File: config.mk
export PLATFORM = sky130hd
export DESIGN_NAME = deadline_event_table_core_flat
export DESIGN_NICKNAME = d
export VERILOG_FILES = /design/src/rtl/core/det_pkg.sv /design/src/rtl/core/det_if.sv /design/src/rtl/core/det_order_mem.sv /design/src/rtl/core/det_slot_mem.sv /design/src/rtl/core/deadline_event_table.sv /design/src/flat_wrapper.sv
export SDC_FILE = /design/constraint.sdc
export NUM_CORES = 2
export LEC_CHECK = 0
export ABC_AREA = 1
export CAP_MARGIN = 25
export CORE_MARGIN = 4
export CORE_UTILIZATION = 35
export CTS_BUF_LIST = sky130_fd_sc_hd__clkbuf_8
export CTS_CLUSTER_SIZE = 12
export DETAILED_ROUTE_END_ITERATION = 16
export DONT_BUFFER_PORTS = 1
export HOLD_SLACK_MARGIN = 0.1
export PLACE_DENSITY = 0.5
export SLEW_MARGIN = 20
export SYNTH_ARGS = -nofsm -noshare
export SYNTH_HDL_FRONTEND = slang
export SYNTH_HIERARCHICAL = 1
export SYNTH_SLANG_ARGS = --single-unit
File: constraint.sdc
create_clock -name clk -period 14.39 [get_ports clk]
set_input_delay 0.7195 -clock clk [delete_from_list [all_inputs] [get_ports clk]]
set_output_delay 0.7195 -clock clk [all_outputs]
set_load 0.03 [all_outputs]
File: src/rtl/core/det_pkg.sv
// Shared types and constants for the deadline event table.
// Holds field widths, operation and result codes and the slot record type.
// Depends on nothing; every other file of the block imports it.
package det_pkg;

    localparam int SLOT_W     = 4;
    localparam int TIME_W     = 64;
    localparam int HANDLER_W  = 8;
    localparam int CONTEXT_W  = 32;
    localparam int SLOT_SPACE = 1 << SLOT_W;
    localparam int DEF_SLOTS  = 16;

    typedef enum logic [1:0] {
        FUNC_REGISTER   = 2'd0,
        FUNC_UNREGISTER = 2'd1,
        FUNC_SCHEDULE   = 2'd2,
        FUNC_TICK       = 2'd3
    } func_t;

    typedef enum logic [1:0] {
        KIND_ACCEPTED = 2'd0,
        KIND_REJECTED = 2'd1,
        KIND_FIRED    = 2'd2,
        KIND_NONE     = 2'd3
    } kind_t;

    // One slot record: deadline, handler and context tag
    typedef struct packed {
        logic [TIME_W-1:0]    deadline;
        logic [HANDLER_W-1:0] handler;
        logic [CONTEXT_W-1:0] ctx_tag;
    } slot_entry_t;

endpackage

File: src/rtl/core/det_if.sv
// Valid/ready channel interfaces of the deadline event table.
// det_cmd_if carries command transactions, det_evt_if carries result transactions.
// Depends on det_pkg.
interface det_cmd_if;
    import det_pkg::*;

    logic                 valid;
    logic                 ready;
    func_t                func;
    logic [SLOT_W-1:0]    slot;
    logic [TIME_W-1:0]    time_value;
    logic [HANDLER_W-1:0] handler_id;
    logic [CONTEXT_W-1:0] context_tag;

    modport source (
        output valid, func, slot, time_value, handler_id, context_tag,
        input  ready
    );

    modport sink (
        input  valid, func, slot, time_value, handler_id, context_tag,
        output ready
    );
endinterface

interface det_evt_if;
    import det_pkg::*;

    logic                 valid;
    logic                 ready;
    kind_t                kind;
    logic [SLOT_W-1:0]    fired_slot;
    logic [TIME_W-1:0]    fired_time;
    logic [HANDLER_W-1:0] fired_handler;
    logic [CONTEXT_W-1:0] fired_context;
    logic                 last;

    modport source (
        output valid, kind, fired_slot, fired_time, fired_handler, fired_context, last,
        input  ready
    );

    modport sink (
        input  valid, kind, fired_slot, fired_time, fired_handler, fired_context, last,
        output ready
    );
endinterface

File: src/rtl/core/det_order_mem.sv
// Registration order list: one write port, one read port with registered data.
// Holds slot indices in the order they were registered.
// Depends on det_pkg for the default depth.
module det_order_mem #(
    parameter int DEPTH = det_pkg::DEF_SLOTS,
    parameter int IDX_W = (DEPTH > 1) ? $clog2(DEPTH) : 1
) (
    input  logic             clk,
    input  logic             wr_en,
    input  logic [IDX_W-1:0] wr_addr,
    input  logic [IDX_W-1:0] wr_data,
    input  logic             rd_en,
    input  logic [IDX_W-1:0] rd_addr,
    output logic [IDX_W-1:0] rd_data
);
    import det_pkg::*;

    logic [IDX_W-1:0] mem [DEPTH];
    logic [IDX_W-1:0] rd_data_reg;

    // Write and read; read data holds while no read is issued
    always_ff @(posedge clk)
    begin
        if (wr_en)
        begin
            mem[wr_addr] <= wr_data;
        end
        if (rd_en)
        begin
            rd_data_reg <= mem[rd_addr];
        end
    end

    assign rd_data = rd_data_reg;

endmodule

File: src/rtl/core/det_slot_mem.sv
// Per-slot record store: deadline, handler and context tag.
// Deadline and handler/context have separate write enables; one registered read port.
// Depends on det_pkg for slot_entry_t.
module det_slot_mem #(
    parameter int DEPTH = det_pkg::DEF_SLOTS,
    parameter int IDX_W = (DEPTH > 1) ? $clog2(DEPTH) : 1
) (
    input  logic                clk,
    input  logic                wr_time_en,
    input  logic                wr_info_en,
    input  logic [IDX_W-1:0]    wr_addr,
    input  det_pkg::slot_entry_t wr_data,
    input  logic                rd_en,
    input  logic [IDX_W-1:0]    rd_addr,
    output det_pkg::slot_entry_t rd_data
);
    import det_pkg::*;

    logic [TIME_W-1:0]    deadline_mem [DEPTH];
    logic [HANDLER_W-1:0] handler_mem  [DEPTH];
    logic [CONTEXT_W-1:0] ctx_mem      [DEPTH];
    slot_entry_t          rd_data_reg;

    // Write the selected fields, read a whole record
    always_ff @(posedge clk)
    begin
        if (wr_time_en)
        begin
            deadline_mem[wr_addr] <= wr_data.deadline;
        end
        if (wr_info_en)
        begin
            handler_mem[wr_addr] <= wr_data.handler;
            ctx_mem[wr_addr]     <= wr_data.ctx_tag;
        end
        if (rd_en)
        begin
            rd_data_reg.deadline <= deadline_mem[rd_addr];
            rd_data_reg.handler  <= handler_mem[rd_addr];
            rd_data_reg.ctx_tag  <= ctx_mem[rd_addr];
        end
    end

    assign rd_data = rd_data_reg;

endmodule

File: src/rtl/core/deadline_event_table.sv
// Deadline event table: top level with the operation sequencer and flags.
// Depends on det_pkg, det_if, det_order_mem and det_slot_mem.
//
// Usage:
//   cmd carries one operation per transaction: register, unregister, schedule
//   or tick. evt carries the results; last marks the final result of a command.
//   cmd.ready is high only while the sequencer is idle; one command is worked
//   on at a time.
//   Register, unregister and schedule give one result. Schedule and a rejected
//   command go from decode straight to the result state, a first-time register
//   through an append state; unregister adds a compaction pass that visits each
//   slot of the order list, and re-register adds it before the append.
//   A tick walks the order list through one shared deadline comparator, per
//   listed slot an order read state, then a record read and compare state;
//   it gives one result per fired slot, or one "nothing fired" result. The
//   record read depends on the order read, so the two are separate states.
//   Results go through an output register, so a command is taken while the
//   last result still waits. When evt stalls, the sequencer holds at the next
//   fired slot until the output register frees.
//   Reset clears the order count, the registered and armed flags and all
//   handshakes; the record memories are not cleared.
module deadline_event_table_core #(
    parameter int SLOTS = det_pkg::DEF_SLOTS
) (
    input  logic          clk,
    input  logic          rst_n,
    det_cmd_if.sink       cmd,
    det_evt_if.source     evt
);
    import det_pkg::*;

    localparam int TABLE_DEPTH = (SLOTS < SLOT_SPACE) ? SLOTS : SLOT_SPACE;
    localparam int IDX_W       = (TABLE_DEPTH > 1) ? $clog2(TABLE_DEPTH) : 1;
    localparam int CNT_W       = $clog2(TABLE_DEPTH + 1);

    typedef enum logic [6:0] {
        S_IDLE   = 7'b0000001,
        S_DECODE = 7'b0000010,
        S_REM    = 7'b0000100,
        S_APPEND = 7'b0001000,
        S_TSLOT  = 7'b0010000,
        S_TCMP   = 7'b0100000,
        S_EMIT   = 7'b1000000
    } state_t;

    // Control state
    state_t                 state_reg, state_next;
    logic [CNT_W-1:0]       count_reg, count_next;
    logic [CNT_W-1:0]       idx_reg, idx_next;
    logic [CNT_W-1:0]       wr_ptr_reg, wr_ptr_next;
    logic [TABLE_DEPTH-1:0] registered_reg, registered_next;
    logic [TABLE_DEPTH-1:0] armed_reg, armed_next;
    logic                   pend_valid_reg, pend_valid_next;
    logic                   evt_valid_reg, evt_valid_next;

    // Command payload
    func_t                  func_reg, func_next;
    logic [SLOT_W-1:0]      slot_reg, slot_next;
    logic [TIME_W-1:0]      time_reg, time_next;
    logic [HANDLER_W-1:0]   hid_reg, hid_next;
    logic [CONTEXT_W-1:0]   ctx_reg, ctx_next;
    logic [IDX_W-1:0]       cur_reg, cur_next;

    // Pending result (held back until its last flag is known)
    kind_t                  p_kind_reg, p_kind_next;
    logic [SLOT_W-1:0]      p_slot_reg, p_slot_next;
    logic [TIME_W-1:0]      p_time_reg, p_time_next;
    logic [HANDLER_W-1:0]   p_hid_reg, p_hid_next;
    logic [CONTEXT_W-1:0]   p_ctx_reg, p_ctx_next;

    // Output register
    kind_t                  e_kind_reg;
    logic [SLOT_W-1:0]      e_slot_reg;
    logic [TIME_W-1:0]      e_time_reg;
    logic [HANDLER_W-1:0]   e_hid_reg;
    logic [CONTEXT_W-1:0]   e_ctx_reg;
    logic                   e_last_reg;

    // Memory ports
    logic                   ord_wr_en, ord_rd_en;
    logic [IDX_W-1:0]       ord_wr_addr, ord_wr_data, ord_rd_addr, ord_rd_data;
    logic                   slot_wr_time_en, slot_wr_info_en, slot_rd_en;
    logic [IDX_W-1:0]       slot_wr_addr, slot_rd_addr;
    slot_entry_t            slot_wr_data, slot_rd_data;

    logic                   cmd_accept;
    logic                   evt_free;
    logic                   load_evt, load_last;
    logic [IDX_W-1:0]       slot_idx;
    logic                   slot_in_range;
    logic                   fire;
    logic [CNT_W-1:0]       idx_inc;
    logic [CNT_W-1:0]       wr_ptr_after;

    det_order_mem #(
        .DEPTH (TABLE_DEPTH),
        .IDX_W (IDX_W)
    ) u_order_mem (
        .clk     (clk),
        .wr_en   (ord_wr_en),
        .wr_addr (ord_wr_addr),
        .wr_data (ord_wr_data),
        .rd_en   (ord_rd_en),
        .rd_addr (ord_rd_addr),
        .rd_data (ord_rd_data)
    );

    det_slot_mem #(
        .DEPTH (TABLE_DEPTH),
        .IDX_W (IDX_W)
    ) u_slot_mem (
        .clk        (clk),
        .wr_time_en (slot_wr_time_en),
        .wr_info_en (slot_wr_info_en),
        .wr_addr    (slot_wr_addr),
        .wr_data    (slot_wr_data),
        .rd_en      (slot_rd_en),
        .rd_addr    (slot_rd_addr),
        .rd_data    (slot_rd_data)
    );

    assign cmd.ready     = (state_reg == S_IDLE);
    assign cmd_accept    = cmd.valid && cmd.ready;
    assign evt_free      = !evt_valid_reg || evt.ready;
    assign slot_idx      = slot_reg[IDX_W-1:0];
    assign slot_in_range = (32'(slot_reg) < 32'(SLOTS));
    assign idx_inc       = idx_reg + CNT_W'(1);

    // Shared deadline comparator
    assign fire = armed_reg[cur_reg] && (slot_rd_data.deadline <= time_reg);

    // Sequencer
    always_comb
    begin
        state_next      = state_reg;
        count_next      = count_reg;
        idx_next        = idx_reg;
        wr_ptr_next     = wr_ptr_reg;
        registered_next = registered_reg;
        armed_next      = armed_reg;
        pend_valid_next = pend_valid_reg;
        func_next       = func_reg;
        slot_next       = slot_reg;
        time_next       = time_reg;
        hid_next        = hid_reg;
        ctx_next        = ctx_reg;
        cur_next        = cur_reg;
        p_kind_next     = p_kind_reg;
        p_slot_next     = p_slot_reg;
        p_time_next     = p_time_reg;
        p_hid_next      = p_hid_reg;
        p_ctx_next      = p_ctx_reg;
        load_evt        = 1'b0;
        load_last       = 1'b0;
        wr_ptr_after    = wr_ptr_reg;

        ord_wr_en       = 1'b0;
        ord_wr_addr     = wr_ptr_reg[IDX_W-1:0];
        ord_wr_data     = ord_rd_data;
        ord_rd_en       = 1'b0;
        ord_rd_addr     = '0;
        slot_wr_time_en = 1'b0;
        slot_wr_info_en = 1'b0;
        slot_wr_addr    = slot_idx;
        slot_wr_data    = '{deadline: time_reg, handler: hid_reg, ctx_tag: ctx_reg};
        slot_rd_en      = 1'b0;
        slot_rd_addr    = ord_rd_data;

        case (state_reg)
            S_IDLE:
            begin
                // Latch the command transaction
                if (cmd_accept)
                begin
                    func_next  = cmd.func;
                    slot_next  = cmd.slot;
                    time_next  = cmd.time_value;
                    hid_next   = cmd.handler_id;
                    ctx_next   = cmd.context_tag;
                    state_next = S_DECODE;
                end
            end

            S_DECODE:
            begin
                idx_next        = '0;
                wr_ptr_next     = '0;
                pend_valid_next = 1'b0;
                p_kind_next     = KIND_REJECTED;
                p_slot_next     = slot_reg;
                p_time_next     = '0;
                p_hid_next      = '0;
                p_ctx_next      = '0;
                state_next      = S_EMIT;
                case (func_reg)
                    FUNC_TICK:
                    begin
                        p_kind_next = KIND_NONE;
                        p_slot_next = '0;
                        if (count_reg != '0)
                        begin
                            ord_rd_en  = 1'b1;
                            state_next = S_TSLOT;
                        end
                    end
                    FUNC_REGISTER:
                    begin
                        if (slot_in_range && (hid_reg != '0))
                        begin
                            p_kind_next               = KIND_ACCEPTED;
                            slot_wr_time_en           = 1'b1;
                            slot_wr_info_en           = 1'b1;
                            slot_wr_data.deadline     = '0;
                            registered_next[slot_idx] = 1'b1;
                            armed_next[slot_idx]      = 1'b0;
                            if (registered_reg[slot_idx])
                            begin
                                ord_rd_en  = 1'b1;
                                state_next = S_REM;
                            end
                            else
                            begin
                                state_next = S_APPEND;
                            end
                        end
                    end
                    FUNC_UNREGISTER:
                    begin
                        if (slot_in_range && registered_reg[slot_idx])
                        begin
                            p_kind_next               = KIND_ACCEPTED;
                            registered_next[slot_idx] = 1'b0;
                            armed_next[slot_idx]      = 1'b0;
                            ord_rd_en                 = 1'b1;
                            state_next                = S_REM;
                        end
                    end
                    FUNC_SCHEDULE:
                    begin
                        if (slot_in_range && registered_reg[slot_idx])
                        begin
                            p_kind_next          = KIND_ACCEPTED;
                            armed_next[slot_idx] = 1'b1;
                            slot_wr_time_en      = 1'b1;
                        end
                    end
                    default:
                    begin
                        state_next = S_EMIT;
                    end
                endcase
            end

            S_REM:
            begin
                // Compact the order list, dropping the addressed slot
                if (ord_rd_data != slot_idx)
                begin
                    ord_wr_en    = 1'b1;
                    wr_ptr_after = wr_ptr_reg + CNT_W'(1);
                end
                wr_ptr_next = wr_ptr_after;
                if (idx_inc < count_reg)
                begin
                    ord_rd_en   = 1'b1;
                    ord_rd_addr = idx_inc[IDX_W-1:0];
                    idx_next    = idx_inc;
                end
                else
                begin
                    count_next = wr_ptr_after;
                    state_next = (func_reg == FUNC_REGISTER) ? S_APPEND : S_EMIT;
                end
            end

            S_APPEND:
            begin
                // Append the slot at the end of the order
                if (count_reg < CNT_W'(TABLE_DEPTH))
                begin
                    ord_wr_en   = 1'b1;
                    ord_wr_addr = count_reg[IDX_W-1:0];
                    ord_wr_data = slot_idx;
                    count_next  = count_reg + CNT_W'(1);
                end
                state_next = S_EMIT;
            end

            S_TSLOT:
            begin
                // Fetch the record of the next listed slot
                cur_next   = ord_rd_data;
                slot_rd_en = 1'b1;
                state_next = S_TCMP;
            end

            S_TCMP:
            begin
                // Hold while a fired result cannot pass the previous one out
                if (!fire || !pend_valid_reg || evt_free)
                begin
                    if (fire)
                    begin
                        load_evt             = pend_valid_reg;
                        pend_valid_next      = 1'b1;
                        p_kind_next          = KIND_FIRED;
                        p_slot_next          = SLOT_W'(cur_reg);
                        p_time_next          = slot_rd_data.deadline;
                        p_hid_next           = slot_rd_data.handler;
                        p_ctx_next           = slot_rd_data.ctx_tag;
                        armed_next[cur_reg]  = 1'b0;
                    end
                    if (idx_inc < count_reg)
                    begin
                        ord_rd_en   = 1'b1;
                        ord_rd_addr = idx_inc[IDX_W-1:0];
                        idx_next    = idx_inc;
                        state_next  = S_TSLOT;
                    end
                    else
                    begin
                        state_next = S_EMIT;
                    end
                end
            end

            S_EMIT:
            begin
                // Hand over the final result of the command
                if (evt_free)
                begin
                    load_evt   = 1'b1;
                    load_last  = 1'b1;
                    state_next = S_IDLE;
                end
            end

            default:
            begin
                state_next = S_IDLE;
            end
        endcase
    end

    assign evt_valid_next = load_evt || (evt_valid_reg && !evt.ready);

    // Control registers
    always_ff @(posedge clk or negedge rst_n)
    begin
        if (!rst_n)
        begin
            state_reg      <= S_IDLE;
            count_reg      <= '0;
            idx_reg        <= '0;
            wr_ptr_reg     <= '0;
            registered_reg <= '0;
            armed_reg      <= '0;
            pend_valid_reg <= 1'b0;
            evt_valid_reg  <= 1'b0;
        end
        else
        begin
            state_reg      <= state_next;
            count_reg      <= count_next;
            idx_reg        <= idx_next;
            wr_ptr_reg     <= wr_ptr_next;
            registered_reg <= registered_next;
            armed_reg      <= armed_next;
            pend_valid_reg <= pend_valid_next;
            evt_valid_reg  <= evt_valid_next;
        end
    end

    // Payload registers
    always_ff @(posedge clk)
    begin
        func_reg   <= func_next;
        slot_reg   <= slot_next;
        time_reg   <= time_next;
        hid_reg    <= hid_next;
        ctx_reg    <= ctx_next;
        cur_reg    <= cur_next;
        p_kind_reg <= p_kind_next;
        p_slot_reg <= p_slot_next;
        p_time_reg <= p_time_next;
        p_hid_reg  <= p_hid_next;
        p_ctx_reg  <= p_ctx_next;
        if (load_evt)
        begin
            e_kind_reg <= p_kind_reg;
            e_slot_reg <= p_slot_reg;
            e_time_reg <= p_time_reg;
            e_hid_reg  <= p_hid_reg;
            e_ctx_reg  <= p_ctx_reg;
            e_last_reg <= load_last;
        end
    end

    assign evt.valid         = evt_valid_reg;
    assign evt.kind          = e_kind_reg;
    assign evt.fired_slot    = e_slot_reg;
    assign evt.fired_time    = e_time_reg;
    assign evt.fired_handler = e_hid_reg;
    assign evt.fired_context = e_ctx_reg;
    assign evt.last          = e_last_reg;

endmodule

File: src/flat_wrapper.sv
// flat-port wrapper written by rule: the top's interface ports become plain ports
module deadline_event_table_core_flat import det_pkg::*;
#(
    parameter int SLOTS = det_pkg::DEF_SLOTS
)
  (clk, rst_n, cmd_valid, cmd_func, cmd_slot, cmd_time_value, cmd_handler_id, cmd_context_tag, cmd_ready, evt_valid, evt_kind, evt_fired_slot, evt_fired_time, evt_fired_handler, evt_fired_context, evt_last, evt_ready);
  det_cmd_if cmd_i ();
  det_evt_if evt_i ();
  input  logic clk;
  input  logic rst_n;
  input wire logic [$bits(cmd_i.valid)-1:0] cmd_valid;
  input wire logic [$bits(cmd_i.func)-1:0] cmd_func;
  input wire logic [$bits(cmd_i.slot)-1:0] cmd_slot;
  input wire logic [$bits(cmd_i.time_value)-1:0] cmd_time_value;
  input wire logic [$bits(cmd_i.handler_id)-1:0] cmd_handler_id;
  input wire logic [$bits(cmd_i.context_tag)-1:0] cmd_context_tag;
  output wire logic [$bits(cmd_i.ready)-1:0] cmd_ready;
  output wire logic [$bits(evt_i.valid)-1:0] evt_valid;
  output wire logic [$bits(evt_i.kind)-1:0] evt_kind;
  output wire logic [$bits(evt_i.fired_slot)-1:0] evt_fired_slot;
  output wire logic [$bits(evt_i.fired_time)-1:0] evt_fired_time;
  output wire logic [$bits(evt_i.fired_handler)-1:0] evt_fired_handler;
  output wire logic [$bits(evt_i.fired_context)-1:0] evt_fired_context;
  output wire logic [$bits(evt_i.last)-1:0] evt_last;
  input wire logic [$bits(evt_i.ready)-1:0] evt_ready;
  assign cmd_i.valid = cmd_valid;
  assign cmd_i.func = cmd_func;
  assign cmd_i.slot = cmd_slot;
  assign cmd_i.time_value = cmd_time_value;
  assign cmd_i.handler_id = cmd_handler_id;
  assign cmd_i.context_tag = cmd_context_tag;
  assign cmd_ready = cmd_i.ready;
  assign evt_valid = evt_i.valid;
  assign evt_kind = evt_i.kind;
  assign evt_fired_slot = evt_i.fired_slot;
  assign evt_fired_time = evt_i.fired_time;
  assign evt_fired_handler = evt_i.fired_handler;
  assign evt_fired_context = evt_i.fired_context;
  assign evt_last = evt_i.last;
  assign evt_i.ready = evt_ready;
  deadline_event_table_core #(.SLOTS(SLOTS)) u_core (.clk(clk), .rst_n(rst_n), .cmd(cmd_i), .evt(evt_i));
endmodule
After elaboration in Yosys (flattened, before gate mapping)
Memory sizes are Yosys's and may differ from the RTL's. A register that Yosys moved wholly into a read port is not among the register bits.
Cells that the tools add are included.
- input bits: 114
- memories: 4
- RAM bits: 1728
- output and inout bits: 113
- flip-flop bits (word level): 391
- eq/ne operators: 23
- add/sub/neg operators: 3
- order comparisons: 7
- multiplexer cells: 96
- reductions and logical operators: 29
- bitwise logic cells: 7
- memories (name ; words ; width ; rd ports ; clocked after Yosys merged registers in ; write ports ; line ; text):
    u_core.u_slot_mem.deadline_mem ; 16 ; 64 ; 1 ; 1 ; 1 ; det_slot_mem.sv:19 ; logic [TIME_W-1:0] deadline_mem [DEPTH];
    u_core.u_slot_mem.ctx_mem ; 16 ; 32 ; 1 ; 1 ; 1 ; det_slot_mem.sv:21 ; logic [CONTEXT_W-1:0] ctx_mem [DEPTH];
    u_core.u_slot_mem.handler_mem ; 16 ; 8 ; 1 ; 1 ; 1 ; det_slot_mem.sv:20 ; logic [HANDLER_W-1:0] handler_mem [DEPTH];
    u_core.u_order_mem.mem ; 16 ; 4 ; 1 ; 1 ; 1 ; det_order_mem.sv:18 ; logic [IDX_W-1:0] mem [DEPTH];
- operators by type and width (cell ; count):
    $mux W64 ; 5
    $pmux W64 S2 ; 1
    $mux W16 ; 7
    $le A64 B64 Y1 ; 1
    $mux W32 ; 2
    $pmux W16 S2 ; 2
    $pmux W32 S2 ; 1
    $mux W7 ; 9
    $pmux W7 S7 ; 1
    $and A16 B16 Y16 ; 3
    $pmux W16 S3 ; 1
    $mux W4 ; 10
    $not A16 Y16 ; 2
    $or A16 B16 Y16 ; 2
    $mux W1 ; 29
    $mux W5 ; 5
    $pmux W7 S3 ; 1
    $pmux W5 S2 ; 2
    $mux W8 ; 2
    $pmux W4 S2 ; 2
    $pmux W8 S2 ; 1
    $add A5 B1 Y5 const B ; 3
    $pmux W5 S3 ; 1
    $ne A2 B1 Y1 const B ; 6
    37 further kinds ; 66

Longest topological paths before layout
- word-level depth: 9
- depth in mapped cells: 29
- depth with buffers taken out: 26

Modules after synthesis
Netlist, hierarchy kept.
- by module, submodules not included (module ; area each (sq um) ; cells each ; instances):
    det_slot_mem ; 74353.8 ; 6858 ; 1
    deadline_event_table_core ; 17312.9 ; 1580 ; 1
    det_order_mem ; 3006.6 ; 290 ; 1

Worst setup path before layout
Ideal clock, no wire load.
- path kind: flip-flop to flip-flop
- from: register u_core.state_reg[2]
- to: register u_core.cur_reg[0] (enable)
- required time: 13.543 ns
- period minus slack after synthesis: 11.949 ns
- cell stages (with the launch flop): 6
- arrival time: 11.102 ns
- buffers on the path: 0
- slack: 2.441 ns
- library setup time: 0.847 ns
- path through: dfrtp_1 -> nor2_2 -> inv_2 -> nor2_2 -> inv_2 -> nor4_1
- word-level cells in the longest chain between the ends: 1
- ends and longest elaborated chain (item ; line ; text):
    start, declared ; deadline_event_table.sv:47 ; state_t state_reg, state_next;
    start signal, assigned ; deadline_event_table.sv:363 ; state_reg <= state_next;
    $eq A7 B5 Y1 ; deadline_event_table.sv:169 ; case (state_reg)
    end signal, assigned ; deadline_event_table.sv:382 ; cur_reg <= cur_next;
    end, declared ; deadline_event_table.sv:62 ; logic [IDX_W-1:0] cur_reg, cur_next;
No other way between the ends.
A chain may end at the register's enable or synchronous reset.

Final worst setup path
- from: register u_core.slot_reg[0] (netlist: u_core/slot_idx[0])
- to: memory u_core.u_slot_mem.deadline_mem[0][20] (enable)
- word-level cells in the longest chain between the ends: 7
- ends and longest elaborated chain (item ; line ; text):
    start, declared ; deadline_event_table.sv:58 ; logic [SLOT_W-1:0] slot_reg, slot_next;
    start signal, assigned ; deadline_event_table.sv:378 ; slot_reg <= slot_next;
    $bmux W1 S4 ; deadline_event_table.sv:240 ; if (slot_in_range && registered_reg[slot_idx])
    $mux W1 (not written as such) ; deadline_event_table.sv:240 ;
    $mux W1 ; deadline_event_table.sv:240 ;
    $pmux W1 S2 ; deadline_event_table.sv:195 ; case (func_reg)
    $mux W1 ; deadline_event_table.sv:169 ;
    net u_core.slot_wr_time_en ; deadline_event_table.sv:82 ; logic slot_wr_time_en, slot_wr_info_en, slot_rd_en;
    $mux W1 ; det_slot_mem.sv:27 ; if (wr_time_en)
    $mux W1 (not written as such) ; det_slot_mem.sv:29 ; deadline_mem[wr_addr] <= wr_data.deadline;
    end, declared ; det_slot_mem.sv:19 ;
The timed path passes the listed nets, and every way through them passes these cells. The select of a mux whose other input is x is not followed.

==> results.sh <==
export IMPL_cp_start_kind="register"
export IMPL_fin_nets=9130
export IMPL_ir_worst_vdd_mv=0.0822
export IMPL_io_buffers=0
export IMPL_largest_register_ffs=1024
export IMPL_drtPass1Iterations=6
export IMPL_arrival_ns=5.69
export IMPL_drive_gt1_share_pct=7.10
export IMPL_multi_input_area_um2=19900
export IMPL_overflow=0
export IMPL_syn2layout_area_growth_pct=12.5
export IMPL_required_ns=15.00
export IMPL_rsz0062_at_grt="false"
export IMPL_synth_ff_type="edfxtp_1"
export IMPL_wl_per_cell_um=20.4
export IMPL_fin_worst_skew_ns=0.0690
export IMPL_layout_min_cycle_time_ns=5.08
export IMPL_drcViolationCount=0
export IMPL_antenna_left=0
export IMPL_yosysTopAreaCell="edfxtp_1"
export IMPL_critPathCaptureType="register"
export IMPL_cts_tree="built"
export IMPL_synthCells=8728
export IMPL_cts_inserted_buffers=390
export IMPL_cts_htree_levels=5
export IMPL_register_area_um2=66600
export IMPL_post_route_util_pct=39.7
export IMPL_dp_hpwl_mm=135
export IMPL_maxSlewViolCount=0
export IMPL_ys_top_cells_by_area="edfxtp_1 69%, nand2_1 10%, nand3_1 7.0%"
export IMPL_outcome="finished, final reports clean"
export IMPL_tightestPinTransition_ns=1.15
export IMPL_vias=60400
export IMPL_place_ws_ns=9.33
export IMPL_clock_sinks=2227
export IMPL_netlist_area_um2=94700
export IMPL_final_setup_tns_ns=0
export IMPL_clk_pin_slew_ns=0.06
export IMPL_ys_seq_elements=2227
export IMPL_top_register="u_core/u_slot_mem/deadline_mem"
export IMPL_ys_seq_area_share_pct=70.3
export IMPL_hp_class="in -> async"
export IMPL_clk_latency_ns=1.05
export IMPL_cts_resized=0
export IMPL_fp_row_count=190
export IMPL_track_usage_pct=18.3
export IMPL_place_congestion=0.805
export IMPL_max_slew_margin_rel_pct=23.5
export IMPL_die_h_um=528
export IMPL_grt_pass1_wl_mm=387
export IMPL_synth_fp_nets=8918
export IMPL_finalSetupViolations=0
export IMPL_fillCellCount=25900
export IMPL_clockRootBuffer="clkbuf_8"
export IMPL_finalHoldViolCount=0
export IMPL_post_synth_cell_area_avg_um2=10.8
export IMPL_crit_path_max_incr_delay_ns=0.84
export IMPL_path_cells="nand2_1 -> o22ai_1 -> o21bai_1 -> nand2_1 -> nor2_2 -> o31ai_1 -> inv_1 -> buf_4 -> nor2_4 -> buf_4 -> buf_4"
export IMPL_viasPerCell=4.72
export IMPL_start_util_pct=35.2
export IMPL_ios=227
export IMPL_core_um2=269000
export IMPL_synthArstFlopShare_pct=2.51
export IMPL_cp_common_cell="buf_4"
export IMPL_fin_crit_sh_pct=35.3
export IMPL_fin_ws_ns=9.31
export IMPL_drv_cap=0
export IMPL_crit_type="reg -> reg"
export IMPL_synth_edf_count=2171
export IMPL_p_leak_nw=44.7
export IMPL_cp_slowest_cell="edfxtp_1"
export IMPL_cp_max_fo=35
export IMPL_clockBufferDepth=4
export IMPL_die_area_um2=279000
export IMPL_grt_start_max_net_pins=196
export IMPL_total_power_mw=14.4
export IMPL_die_w_um=528
export IMPL_antenna_found_initial=29
export IMPL_drt_iter0_drc=4892
export IMPL_p_per_area_nw_per_um2=135
export IMPL_fmax_mhz=197
export IMPL_ys_warnings_count=6
export IMPL_grt_pass1_vias=59400
export IMPL_yosysUniqueCellTypes=53
export IMPL_synth_top_cell_area_share_pct=68.9
export IMPL_drt_wl_total_mm=261
export IMPL_reg_largest_list="u_core/u_slot_mem/deadline_mem: 1024 flops, u_core/u_slot_mem/ctx_mem: 512 flops, u_core/u_slot_mem/handler_mem: 128 flops"
## cell usage in the layout (no fill, tap or decap), types with 13 or more instances in the layout
cell              n
edfxtp_1       2171
clkinv_1         95
ha_1             76
clkbuf_8        399
nand3_1        1331
nor3_2           13
nor2_4           24
inv_1          1790
nand4_1          24
o21ai_0          52
nand2_1        2543
o22ai_1          15
a21oi_1          56
nor2_1          195
buf_4            88
a22oi_1          20
clkinv_2         41
dlygate4sd3_1   113
dfrtp_1          55
## path summary, 6_finish.rpt
check,start,end,slack [ns],cells past startpoint
worst max-delay path,u_core/slot_idx[0]$_DFFE_PP_,u_core/u_slot_mem/deadline_mem[0][20]$_DFFE_PP_,9.31,11
min in group clk,cmd_context_tag[15],u_core/ctx_reg[15]$_DFFE_PP_,0.30,1
worst min register to register,u_core/p_time_reg[2]$_SDFFCE_PN0P_,u_core/evt.fired_time[2]$_DFFE_PP_,0.41,0
max in group asynchronous,rst_n,u_core/state_reg[0]$_DFFE_PN1P_,13.79,2
worst max register to register,u_core/slot_idx[0]$_DFFE_PP_,u_core/u_slot_mem/deadline_mem[0][20]$_DFFE_PP_,9.31,11
worst min-delay path,rst_n,u_core/wr_ptr_reg[0]$_DFFE_PN0P_,0.28,2
## kinds of logic after synthesis
logic type,share of synthesized area (%)
mux,0.0119
buf+inv,8.96
fa+ha+maj,1.00
xor+xnor,0.102
simple gates,18.5
compound gates,1.08
flops,70.3
## power by group
| group | total [mW] | leakage, nW | internal (mW) | switching (mW) |
|---|---|---|---|---|
| Clock | 5.42 | 4.13 | 2.79 | 2.64 |
| Combinational | 1.08 | 20.3 | 0.228 | 0.848 |
| Sequential | 7.91 | 20.3 | 7.69 | 0.220 |
| Total | 14.4 | 44.7 | 10.7 | 3.71 |
## layout make-up
cell class / instances / area share (%)
well taps: 3552 / 4.17
diodes: 11 / 0.0258
multi-input cells: 4425 / 18.7
clock inverters: 294 / 1.57
flip-flops and latches: 2227 / 62.5
repair buffers: 213 / 1.94
inverters: 1683 / 5.98
clock buffers: 399 / 5.15
## critical path: cells and delay by family (launching register included)
kind	cells	cell delay, ns
buf+inv	4	1.68
flops	1	0.84
compound gates	3	0.98
simple gates	4	1.04
## through the flow
stage                     hold slack, ns  instance area [µm²]  cells
after detailed placement           0.405                98100  12000
final                              0.284               107000  12800
after global routing               0.218               107000  12800
after global placement             0.402                98100  12000
after floorplan                    0.400                94700   8728
after CTS                          0.154               106000  12800
## routing by layer
metal | global-route usage, % | vias up | share of wire (%) | wire length (µm)
met2 | 31.0 | 1668 | 48 | 127000
met3 | 2.65 | 462 | 5.2 | 13500
li1 | - | 28900 | - | -
met4 | 6.16 | 14 | 3.1 | 7980
met1 | 24.2 | 29400 | 43 | 113000
met5 | 0 | - | 0.035 | 91
## timing repair
action,4_1_cts,5_1_grt
hold endpoints to repair,168,0
setup buffers,0,0
hold buffers,114,0
## Yosys cell counts (all sizes together) (15+ instances only)
cell type / number
buf: 308
clkbuf: 85
nor2: 227
nand4: 27
edfxtp: 2171
ha: 76
nand2: 2544
nand3: 1332
inv: 1681
dfrtp: 55
a21oi: 59
a22oi: 20
o22ai: 15
nor3: 19
o21ai: 60
No activity file was read; power rests on OpenSTA's default activity.
